`config.mk`:
```
export PLATFORM = sky130hd
export DESIGN_NAME = packed_glyph_run_decoder
export DESIGN_NICKNAME = d
export VERILOG_FILES = /design/src/sv/pgrd_pkg.sv /design/src/sv/packed_glyph_run_decoder.sv
export SDC_FILE = /design/constraint.sdc
export NUM_CORES = 2
export LEC_CHECK = 0
export BUFFER_PORTS_ARGS = -buffer_cell sky130_fd_sc_hd__buf_2
export CORE_MARGIN = 2
export CORE_UTILIZATION = 50
export CTS_BUF_LIST = sky130_fd_sc_hd__clkbuf_4
export DETAILED_ROUTE_END_ITERATION = 6
export PLACE_DENSITY = 0.71
export SKIP_LAST_GASP = 1
export SLEW_MARGIN = 10
export SYNTH_ARGS = -nofsm -noshare
export SYNTH_HDL_FRONTEND = slang
export SYNTH_SLANG_ARGS = --single-unit
```
`constraint.sdc`:
```
create_clock -name clk -period 18.1 [get_ports clk]
set_clock_uncertainty 0.05 [all_clocks]
set_input_delay 2.715 -clock clk [delete_from_list [all_inputs] [get_ports clk]]
set_output_delay 2.715 -clock clk [all_outputs]
set_load 0.005 [all_outputs]
```
`src/sv/pgrd_pkg.sv`:
```
// ----------------------------------------------------------------------------
// pgrd_pkg
// types and constants of the packed glyph run decoder
// ----------------------------------------------------------------------------
package pgrd_pkg;

    // opcodes
    localparam logic [7:0] OP_PAINT1      = 8'd64;
    localparam logic [7:0] OP_PAINT3      = 8'd66;
    localparam logic [7:0] OP_BOX_LONG    = 8'd67;
    localparam logic [7:0] OP_BOX_SHORT   = 8'd68;
    localparam logic [7:0] OP_END         = 8'd69;
    localparam logic [7:0] OP_SKIP0       = 8'd70;
    localparam logic [7:0] OP_SKIP1       = 8'd71;
    localparam logic [7:0] OP_SKIP3       = 8'd73;
    localparam logic [7:0] OP_NEWROW0     = 8'd74;
    localparam logic [7:0] OP_NEWROW_LAST = 8'd238;
    localparam logic [7:0] OP_XXX1        = 8'd239;
    localparam logic [7:0] OP_XXX4        = 8'd242;
    localparam logic [7:0] OP_YYY         = 8'd243;
    localparam logic [7:0] OP_NOOP        = 8'd244;

    // bytes dropped after a box opcode before its fields, and after OP_YYY
    localparam logic [31:0] BOX_LONG_SKIP  = 32'd8;
    localparam logic [31:0] BOX_SHORT_SKIP = 32'd1;
    localparam logic [31:0] YYY_SKIP       = 32'd4;

    // 34-bit signed position limits, held in 36 bits
    localparam logic signed [35:0] POS_MAX36 = 36'sd8589934591;
    localparam logic signed [35:0] POS_MIN36 = -36'sd8589934592;

    localparam int TDATA_W = 224;

    typedef enum logic [1:0] {
        KIND_BOX   = 2'd0,
        KIND_RUN   = 2'd1,
        KIND_END   = 2'd2,
        KIND_ERROR = 2'd3
    } kind_t;

    typedef enum logic [0:0] {
        PH_BEFORE_BOX = 1'b0,
        PH_BODY       = 1'b1
    } phase_t;

    // packed from the top bit down, box_width in the lowest bits
    typedef struct packed {
        logic        outside_box;
        logic [23:0] run_length;
        logic [31:0] run_column;
        logic [31:0] run_row;
        logic [31:0] y_offset;
        logic [32:0] x_offset;
        logic [32:0] box_height;
        logic [32:0] box_width;
    } result_t;

    // signed difference clipped to 0 .. 2^32-1
    function automatic logic [31:0] sat_u32(input logic signed [35:0] v);
        logic [31:0] r;
        if (v < 0)
        begin
            r = 32'd0;
        end
        else if (v[35:32] != 4'd0)
        begin
            r = 32'hFFFF_FFFF;
        end
        else
        begin
            r = v[31:0];
        end
        return r;
    endfunction

endpackage

```
`src/sv/packed_glyph_run_decoder.sv`:
```
// ----------------------------------------------------------------------------
// packed_glyph_run_decoder
// a command word is held in the input register and its result word in the result register
// throughput: one command word per cycle while no result word is stalled; set by the
//   update of the parse and position registers between the input and result registers
// reset: asynchronous, clears parse state, positions and both valid flags
// ----------------------------------------------------------------------------
module packed_glyph_run_decoder
(
    input  logic         clk,
    input  logic         rst_n,
    input  logic         s_tvalid,
    output logic         s_tready,
    input  logic [7:0]   s_tdata,   // cmd_byte
    output logic         m_tvalid,
    input  logic         m_tready,
    // box_width, box_height, x_offset, y_offset, run_row, run_column,
    // run_length, outside_box, zero fill
    output logic [223:0] m_tdata,
    output logic [1:0]   m_tuser    // kind
);

    pgrd_pkg::phase_t       phase_reg, phase_next;
    logic [7:0]             op_reg, op_next;
    logic [2:0]             left_reg, left_next;
    logic [31:0]            acc_reg, acc_next;
    logic [1:0]             fidx_reg, fidx_next;
    logic [31:0]            skip_reg, skip_next;
    logic signed [31:0]     min_col_reg, min_col_next;
    logic signed [31:0]     max_col_reg, max_col_next;
    logic signed [31:0]     min_row_reg, min_row_next;
    logic signed [31:0]     max_row_reg, max_row_next;
    logic signed [33:0]     cur_col_reg, cur_col_next;
    logic signed [33:0]     cur_row_reg, cur_row_next;
    logic                   black_reg, black_next;

    logic                   in_valid_reg, in_valid_next;
    logic [7:0]             in_byte_reg;
    logic                   out_valid_reg, out_valid_next;
    pgrd_pkg::kind_t        out_kind_reg;
    pgrd_pkg::result_t      out_data_reg;

    logic                   fire;
    logic                   res_valid;
    pgrd_pkg::kind_t        res_kind;
    pgrd_pkg::result_t      res_data;

    logic [7:0]             b;
    logic                   arg_path;
    logic [31:0]            acc_new;
    logic [23:0]            paint_d;
    logic signed [35:0]     col_ext, row_ext;
    logic signed [35:0]     min_col_ext, max_col_ext, min_row_ext, max_row_ext;
    logic signed [35:0]     col_sum, col_last;
    logic [33:0]            col_clamped;
    logic [24:0]            row_dec;
    logic signed [35:0]     row_diff;
    logic [33:0]            row_clamped;
    logic                   paint_outside;
    logic                   is_short;
    logic signed [31:0]     v;
    logic signed [31:0]     min_row_fin;
    logic signed [33:0]     box_w, box_h;
    logic [7:0]             newrow_off;

    // handshake
    assign fire     = in_valid_reg && (!out_valid_reg || m_tready);
    assign s_tready = !in_valid_reg || fire;
    assign m_tvalid = out_valid_reg;
    assign m_tdata  = {4'd0, out_data_reg};
    assign m_tuser  = out_kind_reg;

    // shared datapath
    assign b           = in_byte_reg;
    assign arg_path    = (left_reg != 3'd0);
    assign acc_new     = {acc_reg[23:0], b};
    assign paint_d     = arg_path ? acc_new[23:0] : {18'd0, b[5:0]};
    assign col_ext     = $signed({{2{cur_col_reg[33]}}, cur_col_reg});
    assign row_ext     = $signed({{2{cur_row_reg[33]}}, cur_row_reg});
    assign min_col_ext = $signed({{4{min_col_reg[31]}}, min_col_reg});
    assign max_col_ext = $signed({{4{max_col_reg[31]}}, max_col_reg});
    assign min_row_ext = $signed({{4{min_row_reg[31]}}, min_row_reg});
    assign max_row_ext = $signed({{4{max_row_reg[31]}}, max_row_reg});

    assign col_sum     = col_ext + $signed({12'd0, paint_d});
    assign col_last    = col_sum - 36'sd1;
    assign col_clamped = (col_sum > pgrd_pkg::POS_MAX36) ? pgrd_pkg::POS_MAX36[33:0]
                                                         : col_sum[33:0];
    assign row_dec     = arg_path ? ({1'b0, acc_new[23:0]} + 25'd1) : 25'd1;
    assign row_diff    = row_ext - $signed({11'd0, row_dec});
    assign row_clamped = (row_diff < pgrd_pkg::POS_MIN36) ? pgrd_pkg::POS_MIN36[33:0]
                                                          : row_diff[33:0];
    assign paint_outside = (row_ext < min_row_ext) || (row_ext > max_row_ext) ||
                           (col_ext < min_col_ext) || (col_last > max_col_ext);

    assign is_short    = (op_reg == pgrd_pkg::OP_BOX_SHORT);
    assign v           = $signed(acc_new);
    assign min_row_fin = is_short ? (v - min_row_reg) : min_row_reg;
    assign box_w       = $signed({{2{max_col_reg[31]}}, max_col_reg})
                       - $signed({{2{min_col_reg[31]}}, min_col_reg}) + 34'sd1;
    assign box_h       = $signed({{2{v[31]}}, v})
                       - $signed({{2{min_row_fin[31]}}, min_row_fin}) + 34'sd1;
    assign newrow_off  = b - pgrd_pkg::OP_NEWROW0;

    always_comb
    begin
        phase_next   = phase_reg;
        op_next      = op_reg;
        left_next    = left_reg;
        acc_next     = acc_reg;
        fidx_next    = fidx_reg;
        skip_next    = skip_reg;
        min_col_next = min_col_reg;
        max_col_next = max_col_reg;
        min_row_next = min_row_reg;
        max_row_next = max_row_reg;
        cur_col_next = cur_col_reg;
        cur_row_next = cur_row_reg;
        black_next   = black_reg;
        res_valid    = 1'b0;
        res_kind     = pgrd_pkg::KIND_BOX;
        res_data     = '0;

        if (fire)
        begin
            if (skip_reg != 32'd0)
            begin
                skip_next = skip_reg - 32'd1;
            end
            else if (arg_path)
            begin
                acc_next  = acc_new;
                left_next = left_reg - 3'd1;
                if (left_reg == 3'd1)
                begin
                    if (op_reg == pgrd_pkg::OP_BOX_LONG || is_short)
                    begin
                        case (fidx_reg)
                            2'd0:
                            begin
                                min_col_next = v;
                            end
                            2'd1:
                            begin
                                max_col_next = v;
                                if (is_short)
                                begin
                                    min_col_next = v - min_col_reg;
                                end
                            end
                            2'd2:
                            begin
                                min_row_next = v;
                            end
                            default:
                            begin
                                max_row_next = v;
                                min_row_next = min_row_fin;
                            end
                        endcase
                        if (fidx_reg != 2'd3)
                        begin
                            fidx_next = fidx_reg + 2'd1;
                            left_next = is_short ? 3'd1 : 3'd4;
                            acc_next  = 32'd0;
                        end
                        else
                        begin
                            fidx_next = 2'd0;
                            res_valid = 1'b1;
                            if (box_w < 0 || box_h < 0)
                            begin
                                // negative box
                                phase_next = pgrd_pkg::PH_BEFORE_BOX;
                                skip_next  = 32'd0;
                                left_next  = 3'd0;
                                res_kind   = pgrd_pkg::KIND_ERROR;
                            end
                            else
                            begin
                                res_kind            = pgrd_pkg::KIND_BOX;
                                res_data.box_width  = box_w[32:0];
                                res_data.box_height = box_h[32:0];
                                res_data.x_offset   = 33'd0 - {min_col_reg[31], min_col_reg};
                                res_data.y_offset   = v;
                                phase_next   = pgrd_pkg::PH_BODY;
                                cur_col_next = {{2{min_col_reg[31]}}, min_col_reg};
                                cur_row_next = {{2{v[31]}}, v};
                                black_next   = 1'b0;
                            end
                        end
                    end
                    else if (op_reg >= pgrd_pkg::OP_PAINT1 && op_reg <= pgrd_pkg::OP_PAINT3)
                    begin
                        if (black_reg && paint_d != 24'd0)
                        begin
                            res_valid            = 1'b1;
                            res_kind             = pgrd_pkg::KIND_RUN;
                            res_data.run_row     = pgrd_pkg::sat_u32(max_row_ext - row_ext);
                            res_data.run_column  = pgrd_pkg::sat_u32(col_ext - min_col_ext);
                            res_data.run_length  = paint_d;
                            res_data.outside_box = paint_outside;
                        end
                        cur_col_next = col_clamped;
                        black_next   = !black_reg;
                    end
                    else if (op_reg >= pgrd_pkg::OP_SKIP1 && op_reg <= pgrd_pkg::OP_SKIP3)
                    begin
                        cur_col_next = {{2{min_col_reg[31]}}, min_col_reg};
                        cur_row_next = row_clamped;
                        black_next   = 1'b0;
                    end
                    else
                    begin
                        // special command length
                        skip_next = acc_new;
                    end
                end
            end
            else if (b >= pgrd_pkg::OP_XXX1 && b <= pgrd_pkg::OP_XXX4)
            begin
                op_next   = b;
                left_next = 3'(b - (pgrd_pkg::OP_XXX1 - 8'd1));
                acc_next  = 32'd0;
            end
            else if (b == pgrd_pkg::OP_YYY)
            begin
                skip_next = pgrd_pkg::YYY_SKIP;
            end
            else if (b == pgrd_pkg::OP_NOOP)
            begin
                skip_next = skip_reg;
            end
            else if (phase_reg == pgrd_pkg::PH_BEFORE_BOX)
            begin
                if (b == pgrd_pkg::OP_BOX_LONG)
                begin
                    op_next   = b;
                    left_next = 3'd4;
                    acc_next  = 32'd0;
                    fidx_next = 2'd0;
                    skip_next = pgrd_pkg::BOX_LONG_SKIP;
                end
                else if (b == pgrd_pkg::OP_BOX_SHORT)
                begin
                    op_next   = b;
                    left_next = 3'd1;
                    acc_next  = 32'd0;
                    fidx_next = 2'd0;
                    skip_next = pgrd_pkg::BOX_SHORT_SKIP;
                end
                else
                begin
                    phase_next = pgrd_pkg::PH_BEFORE_BOX;
                    skip_next  = 32'd0;
                    left_next  = 3'd0;
                    fidx_next  = 2'd0;
                    res_valid  = 1'b1;
                    res_kind   = pgrd_pkg::KIND_ERROR;
                end
            end
            else if (b == 8'd0)
            begin
                black_next = !black_reg;
            end
            else if (b < pgrd_pkg::OP_PAINT1)
            begin
                if (black_reg)
                begin
                    res_valid            = 1'b1;
                    res_kind             = pgrd_pkg::KIND_RUN;
                    res_data.run_row     = pgrd_pkg::sat_u32(max_row_ext - row_ext);
                    res_data.run_column  = pgrd_pkg::sat_u32(col_ext - min_col_ext);
                    res_data.run_length  = paint_d;
                    res_data.outside_box = paint_outside;
                end
                cur_col_next = col_clamped;
                black_next   = !black_reg;
            end
            else if (b <= pgrd_pkg::OP_PAINT3)
            begin
                op_next   = b;
                left_next = 3'(b - (pgrd_pkg::OP_PAINT1 - 8'd1));
                acc_next  = 32'd0;
            end
            else if (b == pgrd_pkg::OP_END)
            begin
                phase_next = pgrd_pkg::PH_BEFORE_BOX;
                res_valid  = 1'b1;
                res_kind   = pgrd_pkg::KIND_END;
            end
            else if (b == pgrd_pkg::OP_SKIP0)
            begin
                cur_col_next = {{2{min_col_reg[31]}}, min_col_reg};
                cur_row_next = row_clamped;
                black_next   = 1'b0;
            end
            else if (b >= pgrd_pkg::OP_SKIP1 && b <= pgrd_pkg::OP_SKIP3)
            begin
                op_next   = b;
                left_next = 3'(b - (pgrd_pkg::OP_SKIP1 - 8'd1));
                acc_next  = 32'd0;
            end
            else if (b >= pgrd_pkg::OP_NEWROW0 && b <= pgrd_pkg::OP_NEWROW_LAST)
            begin
                cur_col_next = {{2{min_col_reg[31]}}, min_col_reg} + {26'd0, newrow_off};
                cur_row_next = row_clamped;
                black_next   = 1'b1;
            end
            else
            begin
                // box opcode in the body or unknown opcode
                phase_next = pgrd_pkg::PH_BEFORE_BOX;
                skip_next  = 32'd0;
                left_next  = 3'd0;
                fidx_next  = 2'd0;
                res_valid  = 1'b1;
                res_kind   = pgrd_pkg::KIND_ERROR;
            end
        end
    end

    always_comb
    begin
        in_valid_next = in_valid_reg;
        if (s_tready)
        begin
            in_valid_next = s_tvalid;
        end
        out_valid_next = out_valid_reg;
        if (m_tready)
        begin
            out_valid_next = 1'b0;
        end
        if (fire && res_valid)
        begin
            out_valid_next = 1'b1;
        end
    end

    always_ff @(posedge clk or negedge rst_n)
    begin
        if (!rst_n)
        begin
            phase_reg     <= pgrd_pkg::PH_BEFORE_BOX;
            op_reg        <= 8'd0;
            left_reg      <= 3'd0;
            acc_reg       <= 32'd0;
            fidx_reg      <= 2'd0;
            skip_reg      <= 32'd0;
            min_col_reg   <= 32'sd0;
            max_col_reg   <= 32'sd0;
            min_row_reg   <= 32'sd0;
            max_row_reg   <= 32'sd0;
            cur_col_reg   <= 34'sd0;
            cur_row_reg   <= 34'sd0;
            black_reg     <= 1'b0;
            in_valid_reg  <= 1'b0;
            out_valid_reg <= 1'b0;
        end
        else
        begin
            phase_reg     <= phase_next;
            op_reg        <= op_next;
            left_reg      <= left_next;
            acc_reg       <= acc_next;
            fidx_reg      <= fidx_next;
            skip_reg      <= skip_next;
            min_col_reg   <= min_col_next;
            max_col_reg   <= max_col_next;
            min_row_reg   <= min_row_next;
            max_row_reg   <= max_row_next;
            cur_col_reg   <= cur_col_next;
            cur_row_reg   <= cur_row_next;
            black_reg     <= black_next;
            in_valid_reg  <= in_valid_next;
            out_valid_reg <= out_valid_next;
        end
    end

    // payload registers
    always_ff @(posedge clk)
    begin
        if (s_tvalid && s_tready)
        begin
            in_byte_reg <= s_tdata;
        end
        if (fire && res_valid)
        begin
            out_kind_reg <= res_kind;
            out_data_reg <= res_data;
        end
    end

endmodule

```
==> metrics.csv <==
stage,metric,value,unit
placement,dpl ws,9.86,ns
critical_path,CP Buf/Inv Count,4,
floorplanning,width of the chip,291,um
timing,TNS Setup,0,ns
floorplanning,FP Rows,105,
critical_path,Crit Path Class,reg2reg,
power,Net Sw Frac,29.2,%
placement,Placer Congestion,1.02,
grt,met2 Use GR,56.6,%
critical_path,worst-path fanout max,62,
grt,met1 global-route usage,42.6,%
timing,final worst slack,9.65,ns
critical_path,Top Family by Delay on Critical Path,compound AO/OA/AOI/OAI gates,
drt,DRC errors left,0,
logic_synthesis,number of synthesized flops with an enable pin,230,
power,Static Leak,19.3,nW
grt,Global Route met3 Usage,7.79,%
timing,Achievable Freq,118,MHz
critical_path,CP peak stage delay,0.98,ns
power,PwrDens,60.2,mW/mm2
placement,Port Buffers,235,
final_layout,fill count,7631,
placement,DP Wirelength,113000,um
timing,Final Max Tran Viols,0,
drt,final antenna-violating net count,0,
critical_path,critical path arrival,9.29,ns
timing,final setup vio count,0,
logic_synthesis,Post-Syn Instances,4782,
final_layout,synthesis-to-layout area growth,10.7,%
critical_path,crit-path most repeated cell,ha_1,
grt,largest net degree at the start of global routing,100,
final_layout,max reg flops,220,
clocking,CTS Hold Bufs,0,
drt,Vias/cell,6.32,
clocking,clk_lat worst skew,1.12,ns
drt,drt total wl,154000,um
clocking,CTS Buf Count,149,
floorplanning,initial core utilization,50.3,%
critical_path,Crit-path slowest cell,o311ai_0,
final_layout,Layout Nets,5439,
logic_synthesis,Post-Syn Area,0.0411,mm2
floorplanning,DIE AREA,0.0846,mm2
timing,Hold Fails Final Rpt,0,
power,Comb pwr share,12.2,%
floorplanning,core area,0.0817,mm2
clocking,Post-CTS Setup Bufs,0,
grt,initial antenna violation count,9,
floorplanning,die height,291,um
power,switching power,800,uW
power,Seq pwr share,44.8,%
clocking,CTS Sinks,499,
power,maximum vdd ir drop,0.0510,mV
logic_synthesis,sequential area share after synthesis,33.2,%
timing,period utilization,46.7,%
grt,gr usage total,35.6,%
power,internal power,1.94,mW
worst_hold_path,min-delay worst type,reg2reg,
logic_synthesis,synth warn,0,
final_layout,share of cells above drive strength 1,13.6,%
drt,1st-iter DRT viols,3876,
clocking,htree depth,4,
critical_path,worst path required time,18.94,ns
drt,DRT Pass-1 Iters,6,
timing,post-route minimum period,8.45,ns
floorplanning,number of top-level pins,240,
grt,first-pass GRT wire length,229000,um
critical_path,type of origin of the critical path,register,
clocking,"CTS clk-pin slew, worst paths",0.07,ns
grt,GRT busiest layer,met2,
logic_synthesis,area share of the largest cell type after synthesis,16.8,%
clocking,CTS tree,built,
logic_synthesis,Yosys top cell by area,edfxtp_1,
logic_synthesis,Yosys cell types,95,
drt,routed wire length per instance,24.7,um
grt,vias in the first global route,37200,
flow_run,max-cap violation count,0,
clocking,clk buf depth,3,
timing,RSZ-0062 raised after global routing,no,
logic_synthesis,Synth area leaders,"edfxtp_1 17%, dfrtp_1 16%, ha_1 12%",
power,clock share of power,43.0,%
critical_path,CP Capture Type,register,
logic_synthesis,syn_area_per_cell,8.60,um2
clocking,Root Buffer,clkbuf_4,
run_status,status,"complete, no violations",
logic_synthesis,"Async S/R FF share, synth",53.9,%
logic_synthesis,synthesized flop and latch total,499,
clocking,post-cts repair resize count,0,
timing,Worst Tran Pin Value,1.23,ns
timing,slew margin rel.,17.7,%
drt,detailed-route via count,39300,
logic_synthesis,Synth Flop Type,dfrtp_1,
grt,Congestion Overflow GR,0,
==> through the flow <==
stage          cells  cell area [um2]  power (mW)  util, %  hold WS (ns)
2_1_floorplan   4785            41100        1.47        -         0.380
3_3_place_gp    5944            43500        1.57     53.2         0.395
3_5_place_dp    5944            43500        1.57     53.2         0.405
4_1_cts         6213            45500        2.75     55.7         0.424
5_1_grt         6220            45500        2.85     55.7         0.429
6_report        6223            45500        2.74     55.7         0.424
==> cells in the mapped netlist (11+ instances only) <==
| cell | count |
|---|---|
| a32oi_1 | 12 |
| buf_1 | 16 |
| a221oi_1 | 16 |
| or2_2 | 23 |
| o21ai_0 | 330 |
| o31ai_1 | 52 |
| a21boi_0 | 12 |
| xnor2_1 | 194 |
| mux2_2 | 63 |
| buf_2 | 24 |
| o22ai_1 | 28 |
| dfrtp_1 | 269 |
| and2_1 | 56 |
| and3_1 | 44 |
| or3_1 | 29 |
| a31oi_1 | 47 |
| nand4_1 | 63 |
| o221ai_1 | 14 |
| a22oi_1 | 21 |
| edfxtp_1 | 230 |
| nor4_1 | 42 |
| o2bb2ai_1 | 25 |
| xor2_1 | 122 |
| o211ai_1 | 41 |
| a21o_1 | 167 |
| inv_1 | 244 |
| nor3_1 | 125 |
| a211o_1 | 17 |
| a22o_1 | 11 |
| a21oi_1 | 417 |
| nor2b_1 | 45 |
| nand2_1 | 401 |
| a2111oi_0 | 13 |
| mux2i_1 | 42 |
| o41ai_1 | 12 |
| a211oi_1 | 46 |
| nand3_1 | 102 |
| ha_1 | 393 |
| nand2b_1 | 58 |
| o21bai_1 | 28 |
| clkbuf_1 | 196 |
| o21a_1 | 42 |
| nor2_1 | 438 |
==> cells in the final DEF (no fill, tap or decap), types with 17 or more instances in the layout <==
cell type and n:
nor3_1 123, o21a_1 42, clkbuf_4 219, xor2_1 122, edfxtp_1 230, a21oi_1 417, a22oi_1 21, o22ai_1 28
nand2_1 401, nand4_1 63, nand3_1 102, a211oi_1 46, or2_2 22, a31oi_1 45, o21bai_1 28, or3_1 29
dfrtp_1 269, inv_1 244, xnor2_1 194, ha_1 392, clkinv_1 30, o31ai_1 51, nor4_1 41, mux2_2 63
o2bb2ai_1 25, o211ai_1 41, buf_2 234, o21ai_0 328, nor2_1 435, a21o_1 167, and2_1 56, mux2i_1 41
nand2b_1 57, buf_4 96, nor2b_1 44, a211o_1 17, and3_1 44
==> logic make-up (layout without fill, tap and decap cells) <==
family / Yosys count / after routing / share of synthesized area, %
compound gates: 1471 / 1471 / 22.9
xor+xnor: 316 / 316 / 6.73
fa+ha+maj: 404 / 404 / 12.4
buf+inv: 488 / 846 / 4.58
flops: 499 / 499 / 33.2
mux: 105 / 105 / 2.75
other cells: 1 / 14 / 0.00912
simple gates: 1498 / 1498 / 17.4
==> power by group through the flow <==
stage	sequential, mW	clock, mW	combinational (mW)
2_1_floorplan	1.24	0	0.227
3_3_place_gp	1.25	0	0.320
3_5_place_dp	1.25	0	0.324
4_1_cts	1.23	1.20	0.326
5_1_grt	1.23	1.26	0.361
6_report	1.23	1.18	0.334
==> area by class of cell <==
cell class              instances  area [um2]  share of cell area [%]
diodes                         10        25.0                  0.0550
clock buffers                 219        1640                    3.61
clock inverters                50         342                   0.750
inverters                     246         923                    2.03
multi-input cells            3798       25700                    56.5
flip-flops and latches        499       13600                    30.0
well taps                    1070        1340                    2.94
repair buffers                331        1910                    4.19
==> path summary, 6_finish.rpt <==
path | start | endpoint | slack (ns) | cells past startpoint
max | b[0] | m_tdata[5] | 9.65 | 26
min | op_reg[6] | op_reg[6] | 0.42 | 1
max reg2reg | b[0] | m_tdata[5] | 9.65 | 26
min reg2reg | op_reg[6] | op_reg[6] | 0.42 | 1
max in group asynchronous | rst_n | op_reg[0] | 14.09 | 3
min in group asynchronous | rst_n | min_col_reg[28] | 1.60 | 1
==> per-layer routing <==
metal	up-vias	part of all wire [%]
met5	-	0.029
met4	6	7.7
met3	536	8.8
met2	1910	46
met1	18700	38
li1	18100	-
(Power assumes the default switching activity.)
